--- src/sv/btpc_pkg.sv ---
// Shared widths, register indexes and stage bundle types for the compensation core.
`default_nettype none

package btpc_pkg;

    localparam int UP_W     = 24;
    localparam int DT_W     = 25;
    localparam int PROD_W   = 42;
    localparam int DSQ_W    = 2 * DT_W;
    localparam int TEMP_W   = 19;
    localparam int T2_W     = 17;
    localparam int SQ_W     = 36;
    localparam int WIDE_W   = 42;
    localparam int P_W      = 32;
    localparam int CAL_W    = 16;
    localparam int CFG_A_W  = 3;

    localparam int TEMP_SHIFT = 23;
    localparam int T2_SHIFT   = 31;

    localparam logic signed [TEMP_W-1:0] TEMP_REF      = TEMP_W'(2000);
    localparam logic signed [TEMP_W-1:0] LOW_BIAS      = TEMP_W'(3500);
    localparam logic signed [TEMP_W-1:0] LOW_LIMIT_D   = -TEMP_W'(3500);

    localparam logic [CFG_A_W-1:0] REG_CAL_C1  = 3'd0;
    localparam logic [CFG_A_W-1:0] REG_CAL_C2  = 3'd1;
    localparam logic [CFG_A_W-1:0] REG_CAL_C3  = 3'd2;
    localparam logic [CFG_A_W-1:0] REG_CAL_C4  = 3'd3;
    localparam logic [CFG_A_W-1:0] REG_CAL_C5  = 3'd4;
    localparam logic [CFG_A_W-1:0] REG_CAL_C6  = 3'd5;
    localparam logic [CFG_A_W-1:0] REG_VARIANT = 3'd6;

    typedef struct packed {
        logic [CAL_W-1:0] c1;
        logic [CAL_W-1:0] c2;
        logic [CAL_W-1:0] c3;
        logic [CAL_W-1:0] c4;
        logic [CAL_W-1:0] c5;
        logic [CAL_W-1:0] c6;
        logic             variant;
    } cal_t;

    typedef struct packed {
        logic s1;
        logic s2;
        logic s3;
    } stage_ld_t;

    typedef struct packed {
        logic signed [TEMP_W-1:0] temp;
        logic        [T2_W-1:0]   t2;
        logic signed [TEMP_W-1:0] d;
        logic signed [TEMP_W-1:0] e;
        logic                     below_ref;
        logic                     below_low;
        logic signed [WIDE_W-1:0] off;
        logic signed [WIDE_W-1:0] sens;
        logic        [UP_W-1:0]   up;
    } first_t;

    typedef struct packed {
        logic signed [TEMP_W-1:0] temp;
        logic signed [WIDE_W-1:0] off;
        logic signed [WIDE_W-1:0] sens;
        logic        [UP_W-1:0]   up;
    } comp_t;

endpackage

`default_nettype wire

--- src/sv/btpc_front.sv ---
// First-order stages: dT, calibration products, temperature, offset and sensitivity.
`default_nettype none

module btpc_front (
    input  wire                        clk,
    input  wire btpc_pkg::stage_ld_t   ld,
    input  wire btpc_pkg::cal_t        cal,
    input  wire [btpc_pkg::UP_W-1:0]   raw_temperature,
    input  wire [btpc_pkg::UP_W-1:0]   raw_pressure,
    output btpc_pkg::first_t           res
);
    import btpc_pkg::*;

    logic signed [DT_W-1:0]   dt_reg;
    logic        [UP_W-1:0]   up1_reg;
    logic signed [PROD_W-1:0] p6_reg;
    logic signed [PROD_W-1:0] p4_reg;
    logic signed [PROD_W-1:0] p3_reg;
    logic signed [DSQ_W-1:0]  dsq_reg;
    logic        [UP_W-1:0]   up2_reg;
    first_t                   res_reg;

    logic signed [DT_W-1:0]   dt_next;
    logic signed [PROD_W-1:0] p6_next;
    logic signed [PROD_W-1:0] p4_next;
    logic signed [PROD_W-1:0] p3_next;
    logic signed [DSQ_W-1:0]  dsq_next;
    logic signed [TEMP_W-1:0] d;
    logic signed [WIDE_W-1:0] off_base;
    logic signed [WIDE_W-1:0] sens_base;
    logic signed [WIDE_W-1:0] off_lin;
    logic signed [WIDE_W-1:0] sens_lin;
    first_t                   res_next;

    always_comb
    begin
        dt_next = $signed({1'b0, raw_temperature}) - $signed({1'b0, cal.c5, 8'd0});
    end

    always_comb
    begin
        p6_next  = dt_reg * $signed({1'b0, cal.c6});
        p4_next  = dt_reg * $signed({1'b0, cal.c4});
        p3_next  = dt_reg * $signed({1'b0, cal.c3});
        dsq_next = dt_reg * dt_reg;
    end

    always_comb
    begin
        d = p6_reg[PROD_W-1:TEMP_SHIFT];
        if (cal.variant)
        begin
            off_base  = $signed(WIDE_W'({cal.c2, 17'd0}));
            off_lin   = p4_reg >>> 6;
            sens_base = $signed(WIDE_W'({cal.c1, 16'd0}));
            sens_lin  = p3_reg >>> 7;
        end
        else
        begin
            off_base  = $signed(WIDE_W'({cal.c2, 16'd0}));
            off_lin   = p4_reg >>> 7;
            sens_base = $signed(WIDE_W'({cal.c1, 15'd0}));
            sens_lin  = p3_reg >>> 8;
        end
        res_next.temp      = d + TEMP_REF;
        res_next.t2        = dsq_reg[T2_SHIFT+T2_W-1:T2_SHIFT];
        res_next.d         = d;
        res_next.e         = d + LOW_BIAS;
        res_next.below_ref = d[TEMP_W-1];
        res_next.below_low = (d < LOW_LIMIT_D);
        res_next.off       = off_base + off_lin;
        res_next.sens      = sens_base + sens_lin;
        res_next.up        = up2_reg;
    end

    always_ff @(posedge clk)
    begin
        if (ld.s1)
        begin
            dt_reg  <= dt_next;
            up1_reg <= raw_pressure;
        end
        if (ld.s2)
        begin
            p6_reg  <= p6_next;
            p4_reg  <= p4_next;
            p3_reg  <= p3_next;
            dsq_reg <= dsq_next;
            up2_reg <= up1_reg;
        end
        if (ld.s3)
        begin
            res_reg <= res_next;
        end
    end

    assign res = res_reg;

endmodule

`default_nettype wire

--- config.mk ---
export PLATFORM = sky130hd
export DESIGN_NAME = btpc_front
export DESIGN_NICKNAME = d
export VERILOG_FILES = /design/src/sv/btpc_pkg.sv /design/src/sv/btpc_front.sv
export SDC_FILE = /design/constraint.sdc
export NUM_CORES = 2
export LEC_CHECK = 0
export BUFFER_PORTS_ARGS = -buffer_cell sky130_fd_sc_hd__buf_2
export CAP_MARGIN = 20
export CORE_UTILIZATION = 55
export DETAILED_ROUTE_END_ITERATION = 8
export GPL_ROUTABILITY_DRIVEN = 0
export PLACE_DENSITY = 0.75
export SYNTH_ARGS = -nofsm -noshare
export SYNTH_HDL_FRONTEND = slang
export SYNTH_SLANG_ARGS = --single-unit
export TNS_END_PERCENT = 50
--- constraint.sdc ---
create_clock -name clk -period 12.9 [get_ports clk]
set_input_delay 2.58 -clock clk [delete_from_list [all_inputs] [get_ports clk]]
set_output_delay 2.58 -clock clk [all_outputs]
set_load 0.03 [all_outputs]
==> out/results.ini <==
[timing]
clock.fmax_mhz=111
finalSetupViolations=0
fin_crit_sh_pct=70.0
max-slew-margin-rel_pct=29.9
hold_viol=0
skew_ns=0.0590
finalCriticalPeriod_ns=9.03
drv_slew=0
rsz0062_at_grt=no
worst_pin_slew_ns=1.05
fin_tns_setup_ns=0

[yosys]
synth-seq-area-share_pct=13.8
syn_nets=9961
synth_area_per_cell_sq_um=9.97
syn-instance-count=7547
synth.distinct_cells=73
synth_warnings=0
ys_top_cells_by_area=fa_1, edfxtp_1, inv_1
synth_top_area_share_pct=46.8
synth_enable_flop_cells=346
async_reset_ff_share_pct=0
synth-main-ff-cell=edfxtp_1
ys_ff_latch=346
yosysTopAreaCell=fa_1
netlist_area_sq_um=75200

[drt]
drt_pass1_iterations=6
drtAntennaViolNets=0
wire_per_inst_microns=19.1
viasPerCell=5.36
drc=0
wl_microns=180000
vias=50700
drtIter0Drc=3164

[die]
start_util_pct=55.5
pin_count=333
die_w_microns=372
rows=135
dieArea_sq_um=138000
die_h_microns=372
core_area_sq_um=136000

[clock_network]
cts_buffers=40
clk_pin_slew_ns=0.07
clock-root-buffer=clkbuf_16
cts_tree=done
cts_resized=0
worstSkewPairLatency_ns=0.65
cts_setup_buffers=0
clock-sinks=346
h-tree-depth=2
postCtsHoldBufs=0
clock_path_buffers=3

[global_route]
gr-usage-all-layers_pct=27.7
grt_pass1_vias=56800
antenna_found_initial=15
grt_overflow=0
grt_start_max_net_pins=80
grt_pass1_wl_microns=298000

[hold_path]
hold_class=reg2reg

[finish]
largest_reg_flops=166
final_common_cell=inv_1
drive_above_1_share_pct=7.40
final_nets=10000
area_growth_syn_to_layout_pct=5.84
layout_common_cells=inv_1, fa_1, nand2_1

[setup_path]
cp_max_fo=25
cp.arrival_ns=9.38
required_ns=13.25
critPathKind=in2reg
cp-end-kind=flop
cp-start-kind=primary input

[flow_run]
cap_viol_max_count=0

[placement]
dp_hpwl_microns=139000
numPortBuffers=332

[run_status]
status=finished clean

routing by layer:
metal	global-route usage, %	vias to the layer above	wire, microns
met3	5.22	438	15300
met4	8.48	14	6160
met5	0.175	-	86
li1	-	22100	-
met2	47.2	2018	88300
met1	35.8	26100	70400
synth_stat cells (11+ instances only):
cell type,n
inv_1,2028
fa_1,1759
nand2_1,959
and2_1,581
ha_1,506
edfxtp_1,346
clkbuf_1,321
nor2_1,152
xnor2_1,135
a21oi_1,117
mux2_2,91
o21ai_0,67
xor2_1,65
a21o_1,64
nor2b_1,39
nor3_1,38
nand2b_1,29
nand3_1,25
o21a_1,21
and3_1,18
buf_4,18
a211oi_1,14
or3_1,14
mux2i_1,11
nand4_1,11
worst max-delay path, cell delays in order:
cell,delay [ns]
buf_2,0.51
nand2_1,0.21
inv_1,0.17
fa_1,0.53
fa_1,0.89
inv_1,0.11
fa_1,0.47
fa_1,0.56
fa_1,0.43
fa_1,0.49
inv_1,0.04
ha_1,0.35
nand3_1,0.12
or3_1,0.38
nor3_1,0.21
a21oi_1,0.12
a21boi_1,0.45
a311oi_2,0.23
o21ai_1,0.26
a21oi_1,0.12
xnor2_1,0.14
final timing paths:
path	end	cells past startpoint	slack [ns]	start
max reg2reg	dsq_reg[40]$_DFFE_PP_	28	3.96	dt_reg[5]$_DFFE_PP_
min reg2reg	up2_reg[16]$_DFFE_PP_	0	0.41	up1_reg[16]$_DFFE_PP_
max	p4_reg[41]$_DFFE_PP_	21	3.87	cal[35]
min	up2_reg[16]$_DFFE_PP_	0	0.41	up1_reg[16]$_DFFE_PP_
through the flow:
step	hold slack [ns]	cells	area (sq um)	util (%)	worst slack [ns]
after floorplan	0.400	7547	75200	-	4.29
after global placement	0.400	9373	78200	57.7	3.47
after detailed placement	0.405	9373	78200	57.7	3.31
after CTS	0.416	9446	79600	58.7	3.94
after global routing	0.417	9447	79600	58.7	3.54
final	0.414	9448	79600	58.7	3.87
logic make-up (layout without fill, tap and decap cells):
| logic type | Yosys count | after routing | synth area share [%] |
|---|---|---|---|
| and+or+nand+nor | 1900 | 1900 | 12.1 |
| muxes | 102 | 102 | 1.51 |
| buffers and inverters | 2372 | 2490 | 11.9 |
| adders and majority gates | 2265 | 2265 | 55.2 |
| xor gates and xnor gates | 200 | 200 | 2.33 |
| other | 0 | 2 | 0 |
| DFF | 346 | 346 | 13.8 |
| AOI/OAI and AO/OA | 362 | 362 | 3.15 |
area by class of cell:
cell class              count  area [sq um]
inverters                2031          7620
well taps                1781          2230
flip-flops and latches    346         10400
repair buffers            386          2110
diodes                      2          5.00
fillers                 11300         56000
clock inverters            26           347
clock buffers              47          1050
multi-input cells        4829         55900
Power is not shown: default switching activity piles up to over one toggle a cycle in this logic, so the estimate is an artifact.
