[config.mk]
export PLATFORM = sky130hd
export DESIGN_NAME = btpc_corr
export DESIGN_NICKNAME = d
export VERILOG_FILES = /design/src/sv/btpc_pkg.sv /design/src/sv/btpc_corr.sv
export SDC_FILE = /design/constraint.sdc
export NUM_CORES = 2
export LEC_CHECK = 0
export ABC_AREA = 1
export BUFFER_PORTS_ARGS = -buffer_cell sky130_fd_sc_hd__buf_2
export CORE_MARGIN = 5
export CORE_UTILIZATION = 30
export CTS_CLUSTER_DIAMETER = 40
export DETAILED_ROUTE_END_ITERATION = 7
export GPL_ROUTABILITY_DRIVEN = 0
export GPL_TIMING_DRIVEN = 0
export HOLD_SLACK_MARGIN = 0.08
export PLACE_DENSITY_LB_ADDON = 0.08
export SLEW_MARGIN = 20
export SYNTH_ARGS = -nofsm -noshare
export SYNTH_HDL_FRONTEND = slang
export SYNTH_SLANG_ARGS = --single-unit
[constraint.sdc]
create_clock -name clk -period 8.25 [get_ports clk]
set_clock_uncertainty 0.1 [all_clocks]
set_input_delay 1.65 -clock clk [delete_from_list [all_inputs] [get_ports clk]]
set_output_delay 1.65 -clock clk [all_outputs]
set_load 0.005 [all_outputs]
[src/sv/btpc_pkg.sv]
// Shared widths, register indexes and stage bundle types for the compensation core.
`default_nettype none

package btpc_pkg;

    localparam int UP_W     = 24;
    localparam int DT_W     = 25;
    localparam int PROD_W   = 42;
    localparam int DSQ_W    = 2 * DT_W;
    localparam int TEMP_W   = 19;
    localparam int T2_W     = 17;
    localparam int SQ_W     = 36;
    localparam int WIDE_W   = 42;
    localparam int P_W      = 32;
    localparam int CAL_W    = 16;
    localparam int CFG_A_W  = 3;

    localparam int TEMP_SHIFT = 23;
    localparam int T2_SHIFT   = 31;

    localparam logic signed [TEMP_W-1:0] TEMP_REF      = TEMP_W'(2000);
    localparam logic signed [TEMP_W-1:0] LOW_BIAS      = TEMP_W'(3500);
    localparam logic signed [TEMP_W-1:0] LOW_LIMIT_D   = -TEMP_W'(3500);

    localparam logic [CFG_A_W-1:0] REG_CAL_C1  = 3'd0;
    localparam logic [CFG_A_W-1:0] REG_CAL_C2  = 3'd1;
    localparam logic [CFG_A_W-1:0] REG_CAL_C3  = 3'd2;
    localparam logic [CFG_A_W-1:0] REG_CAL_C4  = 3'd3;
    localparam logic [CFG_A_W-1:0] REG_CAL_C5  = 3'd4;
    localparam logic [CFG_A_W-1:0] REG_CAL_C6  = 3'd5;
    localparam logic [CFG_A_W-1:0] REG_VARIANT = 3'd6;

    typedef struct packed {
        logic [CAL_W-1:0] c1;
        logic [CAL_W-1:0] c2;
        logic [CAL_W-1:0] c3;
        logic [CAL_W-1:0] c4;
        logic [CAL_W-1:0] c5;
        logic [CAL_W-1:0] c6;
        logic             variant;
    } cal_t;

    typedef struct packed {
        logic s1;
        logic s2;
        logic s3;
    } stage_ld_t;

    typedef struct packed {
        logic signed [TEMP_W-1:0] temp;
        logic        [T2_W-1:0]   t2;
        logic signed [TEMP_W-1:0] d;
        logic signed [TEMP_W-1:0] e;
        logic                     below_ref;
        logic                     below_low;
        logic signed [WIDE_W-1:0] off;
        logic signed [WIDE_W-1:0] sens;
        logic        [UP_W-1:0]   up;
    } first_t;

    typedef struct packed {
        logic signed [TEMP_W-1:0] temp;
        logic signed [WIDE_W-1:0] off;
        logic signed [WIDE_W-1:0] sens;
        logic        [UP_W-1:0]   up;
    } comp_t;

endpackage

`default_nettype wire

[src/sv/btpc_corr.sv]
// Second-order correction stages for offset, sensitivity and temperature.
`default_nettype none

module btpc_corr (
    input  wire                       clk,
    input  wire btpc_pkg::stage_ld_t  ld,
    input  wire                       variant,
    input  wire btpc_pkg::first_t     first,
    output btpc_pkg::comp_t           res
);
    import btpc_pkg::*;

    logic [SQ_W-1:0]          t_reg;
    logic [SQ_W-1:0]          u_reg;
    first_t                   f1_reg;
    logic [WIDE_W-1:0]        off2_reg;
    logic [WIDE_W-1:0]        sens2_reg;
    logic signed [TEMP_W-1:0] temp2_reg;
    logic signed [WIDE_W-1:0] off1_reg;
    logic signed [WIDE_W-1:0] sens1_reg;
    logic [UP_W-1:0]          up2_reg;
    comp_t                    res_reg;

    logic signed [2*TEMP_W-1:0] dd;
    logic signed [2*TEMP_W-1:0] ee;
    logic [WIDE_W-1:0]          tw;
    logic [WIDE_W-1:0]          uw;
    logic [WIDE_W-1:0]          off_a;
    logic [WIDE_W-1:0]          off_b;
    logic [WIDE_W-1:0]          sens_a;
    logic [WIDE_W-1:0]          sens_b;
    logic [WIDE_W-1:0]          off2_next;
    logic [WIDE_W-1:0]          sens2_next;
    logic signed [TEMP_W-1:0]   temp2_next;
    comp_t                      res_next;

    always_comb
    begin
        dd = first.d * first.d;
        ee = first.e * first.e;
    end

    always_comb
    begin
        tw = WIDE_W'(t_reg);
        uw = f1_reg.below_low ? WIDE_W'(u_reg) : '0;
        if (variant)
        begin
            off_a  = (tw * WIDE_W'(61)) >> 4;
            off_b  = uw * WIDE_W'(15);
            sens_a = tw << 1;
            sens_b = uw << 3;
        end
        else
        begin
            off_a  = (tw * WIDE_W'(5)) >> 1;
            off_b  = uw * WIDE_W'(7);
            sens_a = (tw * WIDE_W'(5)) >> 2;
            sens_b = (uw * WIDE_W'(11)) >> 1;
        end
        if (f1_reg.below_ref)
        begin
            off2_next  = off_a + off_b;
            sens2_next = sens_a + sens_b;
            temp2_next = f1_reg.temp - $signed(TEMP_W'(f1_reg.t2));
        end
        else
        begin
            off2_next  = '0;
            sens2_next = '0;
            temp2_next = f1_reg.temp;
        end
    end

    always_comb
    begin
        res_next.temp = temp2_reg;
        res_next.off  = off1_reg - $signed(off2_reg);
        res_next.sens = sens1_reg - $signed(sens2_reg);
        res_next.up   = up2_reg;
    end

    always_ff @(posedge clk)
    begin
        if (ld.s1)
        begin
            t_reg  <= dd[SQ_W-1:0];
            u_reg  <= ee[SQ_W-1:0];
            f1_reg <= first;
        end
        if (ld.s2)
        begin
            off2_reg  <= off2_next;
            sens2_reg <= sens2_next;
            temp2_reg <= temp2_next;
            off1_reg  <= f1_reg.off;
            sens1_reg <= f1_reg.sens;
            up2_reg   <= f1_reg.up;
        end
        if (ld.s3)
        begin
            res_reg <= res_next;
        end
    end

    assign res = res_reg;

endmodule

`default_nettype wire

==> impl_metrics.yaml <==
outcome:
  status: "completed"
final_layout:
  largest_reg_flops: 146
  area_growth_pct: 11.8
  nNetsFinal: 11200
  final_area_um2: 82200
  drive_gt1_frac: 0.0726
critical_path:
  cp-start-kind: "primary input"
  crit_type: "primary input to flip-flop"
  arrival_ns: 8.41
  required_ns: 8.59
  worstPathMaxFanout: 12
  end_kind: "flip-flop"
clock_network:
  cts_tree: "built"
  clock_latency_ns: 0.70
  clkSlewWorstSetupHoldPaths_ns: 0.05
  htree_levels: 3
  postCtsSetupBuffers: 0
  max-clock-path-buffers: 3
  clock_sinks: 551
  root_buffer: "clkbuf_16"
  cts_inserted_buffers: 86
timing:
  clock.fmax_mhz: 124
  period_share: 0.978
  setup_violations: 0
  finalHoldViolations: 0
  grt_setup_unrepaired: "true"
  final.setup.tns_ns: 0
  worst_pin_slew_ns: 1.19
  min_period_ns: 8.07
  finalMaxSlewViolations: 0
  slew_headroom: 0.209
routing:
  vias: 61300
  vias_per_cell: 4.79
  final_antenna_net_count: 0
  wl_per_cell_um: 20.3
  drtIter0Drc: 4665
  drt_wl_total_um: 260000
  drc_errors: 0
  drt-pass1-iter-count: 7
yosys:
  synth_edf_count: 551
  ys.warnings.count: 0
  synth_seq_cells: 551
  synth_area_um2: 73500
  async_flop_share: 0
  yosysUniqueCellTypes: 70
  yosys_most_used_dff: "edfxtp_1"
  yosysSeqAreaShare: 0.225
  syn_inst: 9144
  avgSynthCellArea_um2: 8.04
grt:
  grt_overflow: 0
  grt_pass1_wl_um: 392000
  antenna_found_initial: 21
  groute.usage.overall: 0.200
  first_global_vias: 62600
  grt_max_degree: 91
die:
  initial_core_util: 0.302
  ios: 316
  die_h_um: 505
  coreArea_um2: 243000
  placementRows: 181
  die-width_um: 505
  dieArea_um2: 255000
placed_design:
  placed_cell_area_um2: 79200
  port_buffers: 300
  dp_hpwl_um: 226000
run:
  maxCapViolations: 0
min_path:
  hold_class: "flip-flop to flip-flop"
[logic make-up after synthesis]
kind of cell               count (synthesis)  synth area share
and+or+nand+nor                         3051             0.173
muxes                                      2          0.000272
other                                      1         0.0000510
xor gates and xnor gates                 203            0.0242
buffers and inverters                   2423             0.124
AOI/OAI and AO/OA                       1391             0.107
DFF                                      551             0.225
adders and majority gates               1522             0.346
[layout by cell type (no fill, tap or decap), drive strengths merged, types with 5 or more instances in the layout]
master	count
o211ai	14
a21oi	607
xnor2	78
o21ai	499
a31oi	76
diode	5
inv	2313
or2	40
xor2	125
o22ai	6
clkinv	34
bufinv	10
clkbuf	167
a21o	53
a21boi	18
nand2	1765
a31o	5
clkinvlp	5
o21bai	64
edfxtp	551
o21a	18
nand3	306
fa	850
nand4	76
a221oi	8
a211oi	5
and3	15
nor2	737
ha	672
nand3b	12
nor3	64
nor4	30
buf	343
[layout make-up]
class / instances / area (um2)
Multi-Input combinational cell: 6173 / 47900
Buffer: 112 / 485
Clock inverter: 65 / 772
Clock buffer: 93 / 2180
Sequential cell: 551 / 16500
Inverter: 2297 / 8630
Fill cell: 26100 / 161000
Timing Repair Buffer: 306 / 1700
Antenna cell: 5 / 12.5
Tap cell: 3202 / 4010
[path summary, 6_finish.rpt]
check | from | to | slack, ns | depth (start not counted)
worst max-delay path | first[117] | u_reg[31] | 0.18 | 25
worst min-delay path | temp2_reg[7] | res[115] | 0.30 | 0
worst max register to register | f1_reg[108] | sens2_reg[38] | 0.31 | 30
worst min register to register | temp2_reg[7] | res[115] | 0.30 | 0
[through the flow]
step | setup WS (ns) | utilization | std cells | hold WS (ns)
floorplan | 0.651 | - | 9147 | 0.300
global placement | -1.35 | 0.325 | 12600 | 0.301
detailed placement | -1.33 | 0.325 | 12700 | 0.305
CTS | 0.00543 | 0.338 | 12800 | 0.309
global route | -0.0312 | 0.338 | 12800 | 0.314
finish | 0.181 | 0.338 | 12800 | 0.297
[per-layer routing]
layer | up-vias | wire length (um) | global-route usage
met5 | - | 94 | 0
met4 | 14 | 7630 | 0.0528
met3 | 282 | 14500 | 0.0265
met2 | 1767 | 115000 | 0.319
met1 | 29800 | 122000 | 0.286
li1 | 29400 | - | -
[synth_stat cells (all sizes together), types with 4 or more instances]
cell	count	area, um2
o211a	4	40.0
xor2	125	1090
or2	40	250
nand3b	12	90.1
fa	850	17000
nor4	30	253
nand2	1765	6740
edfxtp	551	16500
nand3	306	1580
and3	15	93.8
nor2	737	2840
a21o	53	398
o21a	18	135
clkbuf	83	312
a211oi	5	37.5
o211ai	14	115
o22ai	6	37.5
nor3	64	335
a31o	5	43.8
a21oi	607	3140
a31oi	76	488
ha	672	8410
o21ai	499	2610
xnor2	78	683
o31ai	4	30.0
inv	2297	8620
nand4	76	475
a21boi	18	158
a221oi	8	70.1
buf	43	180
o21bai	64	514
[critical path, cell delays in order]
cell      delay [ns]
buf_2           0.36
clkbuf_1        0.59
nand2_1         0.23
fa_1            0.60
inv_1           0.06
fa_1            0.50
inv_1           0.05
fa_1            0.53
inv_1           0.05
fa_1            0.45
fa_1            0.49
inv_1           0.05
fa_1            0.36
inv_1           0.08
fa_1            0.42
ha_1            0.37
nand2_1         0.16
nor2_1          0.18
nand4_1         0.12
o21ai_2         0.33
a21oi_1         0.17
o21bai_1        0.29
nand2_1         0.13
nand3_1         0.09
nand2_1         0.07
[what timing repair did]
item                                    in CTS  in global routing
endpoints found under the setup margin      15                  9
hold buffers                                 0                  0
gates resized for setup                     20                 27
Power is left out: the tool's default activity adds up to more than one toggle a clock period on the data nets, which glitch-free logic cannot reach.
