## src/sv/btpc_pkg.sv

```systemverilog
// Shared widths, register indexes and stage bundle types for the compensation core.
`default_nettype none

package btpc_pkg;

    localparam int UP_W     = 24;
    localparam int DT_W     = 25;
    localparam int PROD_W   = 42;
    localparam int DSQ_W    = 2 * DT_W;
    localparam int TEMP_W   = 19;
    localparam int T2_W     = 17;
    localparam int SQ_W     = 36;
    localparam int WIDE_W   = 42;
    localparam int P_W      = 32;
    localparam int CAL_W    = 16;
    localparam int CFG_A_W  = 3;

    localparam int TEMP_SHIFT = 23;
    localparam int T2_SHIFT   = 31;

    localparam logic signed [TEMP_W-1:0] TEMP_REF      = TEMP_W'(2000);
    localparam logic signed [TEMP_W-1:0] LOW_BIAS      = TEMP_W'(3500);
    localparam logic signed [TEMP_W-1:0] LOW_LIMIT_D   = -TEMP_W'(3500);

    localparam logic [CFG_A_W-1:0] REG_CAL_C1  = 3'd0;
    localparam logic [CFG_A_W-1:0] REG_CAL_C2  = 3'd1;
    localparam logic [CFG_A_W-1:0] REG_CAL_C3  = 3'd2;
    localparam logic [CFG_A_W-1:0] REG_CAL_C4  = 3'd3;
    localparam logic [CFG_A_W-1:0] REG_CAL_C5  = 3'd4;
    localparam logic [CFG_A_W-1:0] REG_CAL_C6  = 3'd5;
    localparam logic [CFG_A_W-1:0] REG_VARIANT = 3'd6;

    typedef struct packed {
        logic [CAL_W-1:0] c1;
        logic [CAL_W-1:0] c2;
        logic [CAL_W-1:0] c3;
        logic [CAL_W-1:0] c4;
        logic [CAL_W-1:0] c5;
        logic [CAL_W-1:0] c6;
        logic             variant;
    } cal_t;

    typedef struct packed {
        logic s1;
        logic s2;
        logic s3;
    } stage_ld_t;

    typedef struct packed {
        logic signed [TEMP_W-1:0] temp;
        logic        [T2_W-1:0]   t2;
        logic signed [TEMP_W-1:0] d;
        logic signed [TEMP_W-1:0] e;
        logic                     below_ref;
        logic                     below_low;
        logic signed [WIDE_W-1:0] off;
        logic signed [WIDE_W-1:0] sens;
        logic        [UP_W-1:0]   up;
    } first_t;

    typedef struct packed {
        logic signed [TEMP_W-1:0] temp;
        logic signed [WIDE_W-1:0] off;
        logic signed [WIDE_W-1:0] sens;
        logic        [UP_W-1:0]   up;
    } comp_t;

endpackage

`default_nettype wire

```

## src/sv/btpc_press.sv

```systemverilog
// Pressure stages: split product, scaling, offset removal and saturation.
`default_nettype none

module btpc_press (
    input  wire                                  clk,
    input  wire btpc_pkg::stage_ld_t             ld,
    input  wire btpc_pkg::comp_t                 comp,
    output logic signed [btpc_pkg::TEMP_W-1:0]   temperature_centi,
    output logic signed [btpc_pkg::P_W-1:0]      pressure_q4
);
    import btpc_pkg::*;

    localparam int LO_W  = 20;
    localparam int HI_W  = WIDE_W - LO_W;
    localparam int PL_W  = UP_W + LO_W;
    localparam int PH_W  = UP_W + 1 + HI_W;
    localparam int PRD_W = PH_W + LO_W;
    localparam int Q_W   = PRD_W - 21;
    localparam int R_W   = Q_W + 1;
    localparam int PS_W  = R_W - 11;

    logic        [PL_W-1:0]   pl_reg;
    logic signed [PH_W-1:0]   ph_reg;
    logic signed [WIDE_W-1:0] off_g_reg;
    logic signed [TEMP_W-1:0] temp_g_reg;
    logic signed [Q_W-1:0]    q_reg;
    logic signed [WIDE_W-1:0] off_h_reg;
    logic signed [TEMP_W-1:0] temp_h_reg;
    logic signed [P_W-1:0]    press_reg;
    logic signed [TEMP_W-1:0] temp_reg;

    logic        [PL_W-1:0]   pl_next;
    logic signed [PH_W-1:0]   ph_next;
    logic        [PRD_W-1:0]  prod;
    logic signed [R_W-1:0]    r;
    logic signed [PS_W-1:0]   ps;
    logic signed [P_W-1:0]    press_next;

    always_comb
    begin
        pl_next = comp.up * comp.sens[LO_W-1:0];
        ph_next = $signed({1'b0, comp.up}) * $signed(comp.sens[WIDE_W-1:LO_W]);
    end

    always_comb
    begin
        prod = {ph_reg, {LO_W{1'b0}}} + PRD_W'(pl_reg);
    end

    always_comb
    begin
        r  = q_reg - off_h_reg;
        ps = r[R_W-1:11];
        if (ps[PS_W-1:P_W-1] == '0 || ps[PS_W-1:P_W-1] == '1)
        begin
            press_next = ps[P_W-1:0];
        end
        else if (ps[PS_W-1])
        begin
            press_next = {1'b1, {(P_W-1){1'b0}}};
        end
        else
        begin
            press_next = {1'b0, {(P_W-1){1'b1}}};
        end
    end

    always_ff @(posedge clk)
    begin
        if (ld.s1)
        begin
            pl_reg     <= pl_next;
            ph_reg     <= ph_next;
            off_g_reg  <= comp.off;
            temp_g_reg <= comp.temp;
        end
        if (ld.s2)
        begin
            q_reg      <= $signed(prod[PRD_W-1:21]);
            off_h_reg  <= off_g_reg;
            temp_h_reg <= temp_g_reg;
        end
        if (ld.s3)
        begin
            press_reg <= press_next;
            temp_reg  <= temp_h_reg;
        end
    end

    assign temperature_centi = temp_reg;
    assign pressure_q4       = press_reg;

endmodule

`default_nettype wire

```

## config.mk

```make
export PLATFORM = sky130hd
export DESIGN_NAME = btpc_press
export DESIGN_NICKNAME = d
export VERILOG_FILES = /design/src/sv/btpc_pkg.sv /design/src/sv/btpc_press.sv
export SDC_FILE = /design/constraint.sdc
export NUM_CORES = 2
export LEC_CHECK = 0
export ABC_CLOCK_PERIOD_IN_PS = 10600
export BUFFER_PORTS_ARGS = -buffer_cell sky130_fd_sc_hd__buf_2
export CAP_MARGIN = 20
export CORE_ASPECT_RATIO = 1.2
export CORE_MARGIN = 4
export CORE_UTILIZATION = 45
export CTS_CLUSTER_SIZE = 40
export DETAILED_ROUTE_END_ITERATION = 12
export PLACE_DENSITY = 0.7
export SLEW_MARGIN = 20
export SYNTH_ARGS = -nofsm -noshare
export SYNTH_HDL_FRONTEND = slang
export SYNTH_SLANG_ARGS = --single-unit
```

## constraint.sdc

```tcl
create_clock -name clk -period 10.6 [get_ports clk]
set_input_delay 2.12 -clock clk [delete_from_list [all_inputs] [get_ports clk]]
set_output_delay 2.12 -clock clk [all_outputs]
set_load 0.03 [all_outputs]
```

==> flow_summary_export.csv <==
group,metric,value,unit
route,routed_via_density,5.227,
yosys,syn_area_per_cell,9.923,um2
cts,clock_sinks,290,
sta,tightest_slew,1.058,ns
layout,nets,6017,
yosys,syn_inst,4599,
cts,cts_resized,0,
yosys,synth_nets,5971,
floorplan,row_count,127,
route,ant_nets,0,
yosys,synth-main-ff-cell,"edfxtp_1",
route,dr_wl_met2,55360,um
layout,regArea,8708,um2
floorplan,die_h,356.8,um
route,dr_wl_met3,8206,um
route,drtIter0Drc,2092,
sta,finalMaxSlewViolations,0,
flow_run,cap_violations,0,
worst_setup_path,path_max_fanout,33,
cts,clk_pin_slew,0.07,ns
global_routing,antenna_found_initial,10,
placed_design,portBuffers,181,
sta,timing.final.hold_violations,0,
global_routing,grt_pass1_wl,184900,um
route,totalWireLength,115000,um
route,first_pass_iters,6,
sta,fmax,108.7,MHz
cts,htreeDepth,1,
layout,multi_input_area,32390,um2
sta,whs,0.4108,ns
layout,fill_cells,9240,
global_routing,grt_pass1_vias,33510,
cts,clkLatencyLatePin,0.55,ns
sta,fin_crit_sh,0.8677,
global_routing,grt_use_total,0.2197,
floorplan,core_area,100300,um2
route,wl_per_cell,19.10,um
worst_setup_path,cp.arrival,9.50,ns
global_routing,grt_max_degree,80,
cts,cts_setup_buffers,0,
yosys,async_reset_ff_frac,0,
worst_hold_path,hold_class,"register to register",
worst_hold_path,whs_path_depth,0,
route,num_vias,31500,
placed_design,routabilityCongestion,0.9246,
layout,syn2layout_area_growth,6.498,%
sta,setup_tns,0,ns
cts,cts-root-buf,"clkbuf_16",
route,top_layer_used,"met5",
floorplan,die_w,298.7,um
status,status,"finished clean",
worst_setup_path,worstSetupPathType,"primary input to register",
sta,period_minus_slack,9.197,ns
cts,cts_buffers,25,
worst_setup_path,crit_path_end_kind,"register",
global_routing,overflow,0,
sta,setup_viol,0,
yosys,yosysWarnings,0,
yosys,ys_types,74,
layout,drive_gt1_frac,0.07033,
cts,cts_tree,"yes",
yosys,synth_seq_cells,290,
worst_setup_path,rr_worst_depth,12,
yosys,yosysSeqAreaShare,0.1908,
layout,largest_reg_flops,47,
floorplan,initial_core_util,0.4551,
layout,post-route-util,0.4847,
worst_setup_path,cp.required,10.90,ns
sta,fin_worst_skew,0.01875,ns
floorplan,die_area,106600,um2
sta,relSlewSlack,0.2949,
route,drc,0,
sta,rsz0062_at_grt,"no",
yosys,synth_edf_count,290,
cts,cts_hold_buf,0,
worst_setup_path,cp-start-kind,"primary input",
floorplan,num_io_pins,182,
yosys,syn_area,45630,um2
route,wl_met1,46390,um
placed_design,dpl.hpwl,88260,um
cts,max-clock-path-buffers,3,
## synthesized netlist by cell type (55+ instances only)
| library cell | n | area [um2] |
|---|---|---|
| nor2_1 | 55 | 206.5 |
| clkbuf_1 | 190 | 713.2 |
| a21oi_1 | 120 | 600.6 |
| fa_1 | 830 | 16620 |
| xnor2_1 | 90 | 788.3 |
| nand2_1 | 607 | 2278 |
| edfxtp_1 | 290 | 8708 |
| o21ai_0 | 61 | 305.3 |
| a21o_1 | 81 | 608.1 |
| inv_1 | 983 | 3690 |
| ha_1 | 411 | 5142 |
| and2_1 | 450 | 2815 |
## worst paths after layout
path	start	end	slack, ns
max	comp[15]	pl_reg[36]$_DFFE_PP_	1.40
min reg2reg	off_g_reg[35]$_DFFE_PP_	off_h_reg[35]$_DFFE_PP_	0.41
min	off_g_reg[35]$_DFFE_PP_	off_h_reg[35]$_DFFE_PP_	0.41
max reg2reg	q_reg[8]$_DFFE_PP_	pressure_q4[0]$_DFFE_PP_	6.55
## placed cells by master (no fill, tap or decap), drive strengths merged, types with 5 or more instances in the layout
cell,Yosys,layout
edfxtp,290,290
a31oi,13,13
fa,830,830
and3,24,24
a221oi,5,5
o21bai,16,16
and2,450,450
o21a,19,19
xor2,54,54
clkinv,0,10
diode,0,7
nand3b,5,5
o31ai,6,6
nand4,19,19
a31o,5,5
xnor2,90,90
o211ai,12,12
nand2,607,607
nor3,20,20
or2,6,6
o21ai,94,94
nor2b,36,36
a21oi,121,121
clkbuf,194,28
ha,411,411
buf,15,228
a21o,81,81
nand3,38,38
o2111ai,6,6
nand2b,28,28
a21boi,5,5
nor2,55,55
inv,983,988
a211oi,13,13
## worst max-delay path, cell delays in order
cell      delay (ns)
buf_2           0.74
and2_1          0.26
fa_1            0.44
fa_1            0.52
inv_1           0.05
fa_1            0.48
inv_1           0.05
fa_1            0.49
fa_1            0.52
fa_1            0.51
inv_1           0.05
fa_1            0.47
inv_1           0.04
ha_1            0.32
nand4_1         0.15
a211oi_1        0.28
o21a_1          0.16
o211ai_1        0.24
a211oi_1        0.79
o211ai_1        0.30
o21bai_1        0.26
a21oi_1         0.11
xnor2_1         0.13
## metrics by stage
| stage | setup WS (ns) | area, um2 | instances |
|---|---|---|---|
| finish | 1.403 | 48600 | 6025 |
| global route | 0.9549 | 48590 | 6020 |
| CTS | 1.503 | 48580 | 6018 |
| detailed placement | 0.9234 | 47780 | 5972 |
| global placement | 1.003 | 47780 | 5972 |
| floorplan | 2.094 | 45630 | 4599 |
## final cells by class
| cell class | instances | share of cell area |
|---|---|---|
| well taps | 1354 | 0.03486 |
| repair buffers | 228 | 0.02659 |
| inverters | 983 | 0.07592 |
| multi-input cells | 3117 | 0.6665 |
| clock buffers | 28 | 0.01310 |
| flip-flops and latches | 290 | 0.1792 |
| diodes | 7 | 0.0003604 |
| clock inverters | 18 | 0.003424 |
## metal layers
metal | vias to the layer above | track usage
li1 | 14190 | -
met1 | 15890 | 0.2832
met2 | 1173 | 0.3775
met3 | 237 | 0.03387
met4 | 6 | 0.08095
met5 | - | 0
## logic make-up (layout without fill, tap and decap cells)
logic type,Yosys count,count (layout),share of synthesized area
and+or+nand+nor,1307,1307,0.1423
adders and majority gates,1241,1241,0.4768
buffers and inverters,1192,1257,0.09947
AOI/OAI and AO/OA,424,424,0.06276
DFF,290,290,0.1908
xor gates and xnor gates,144,144,0.02764
muxes,1,1,0.0002194
other,0,7,0
Power is not shown: default switching activity piles up to over one toggle a cycle in this logic, so the estimate is an artifact.
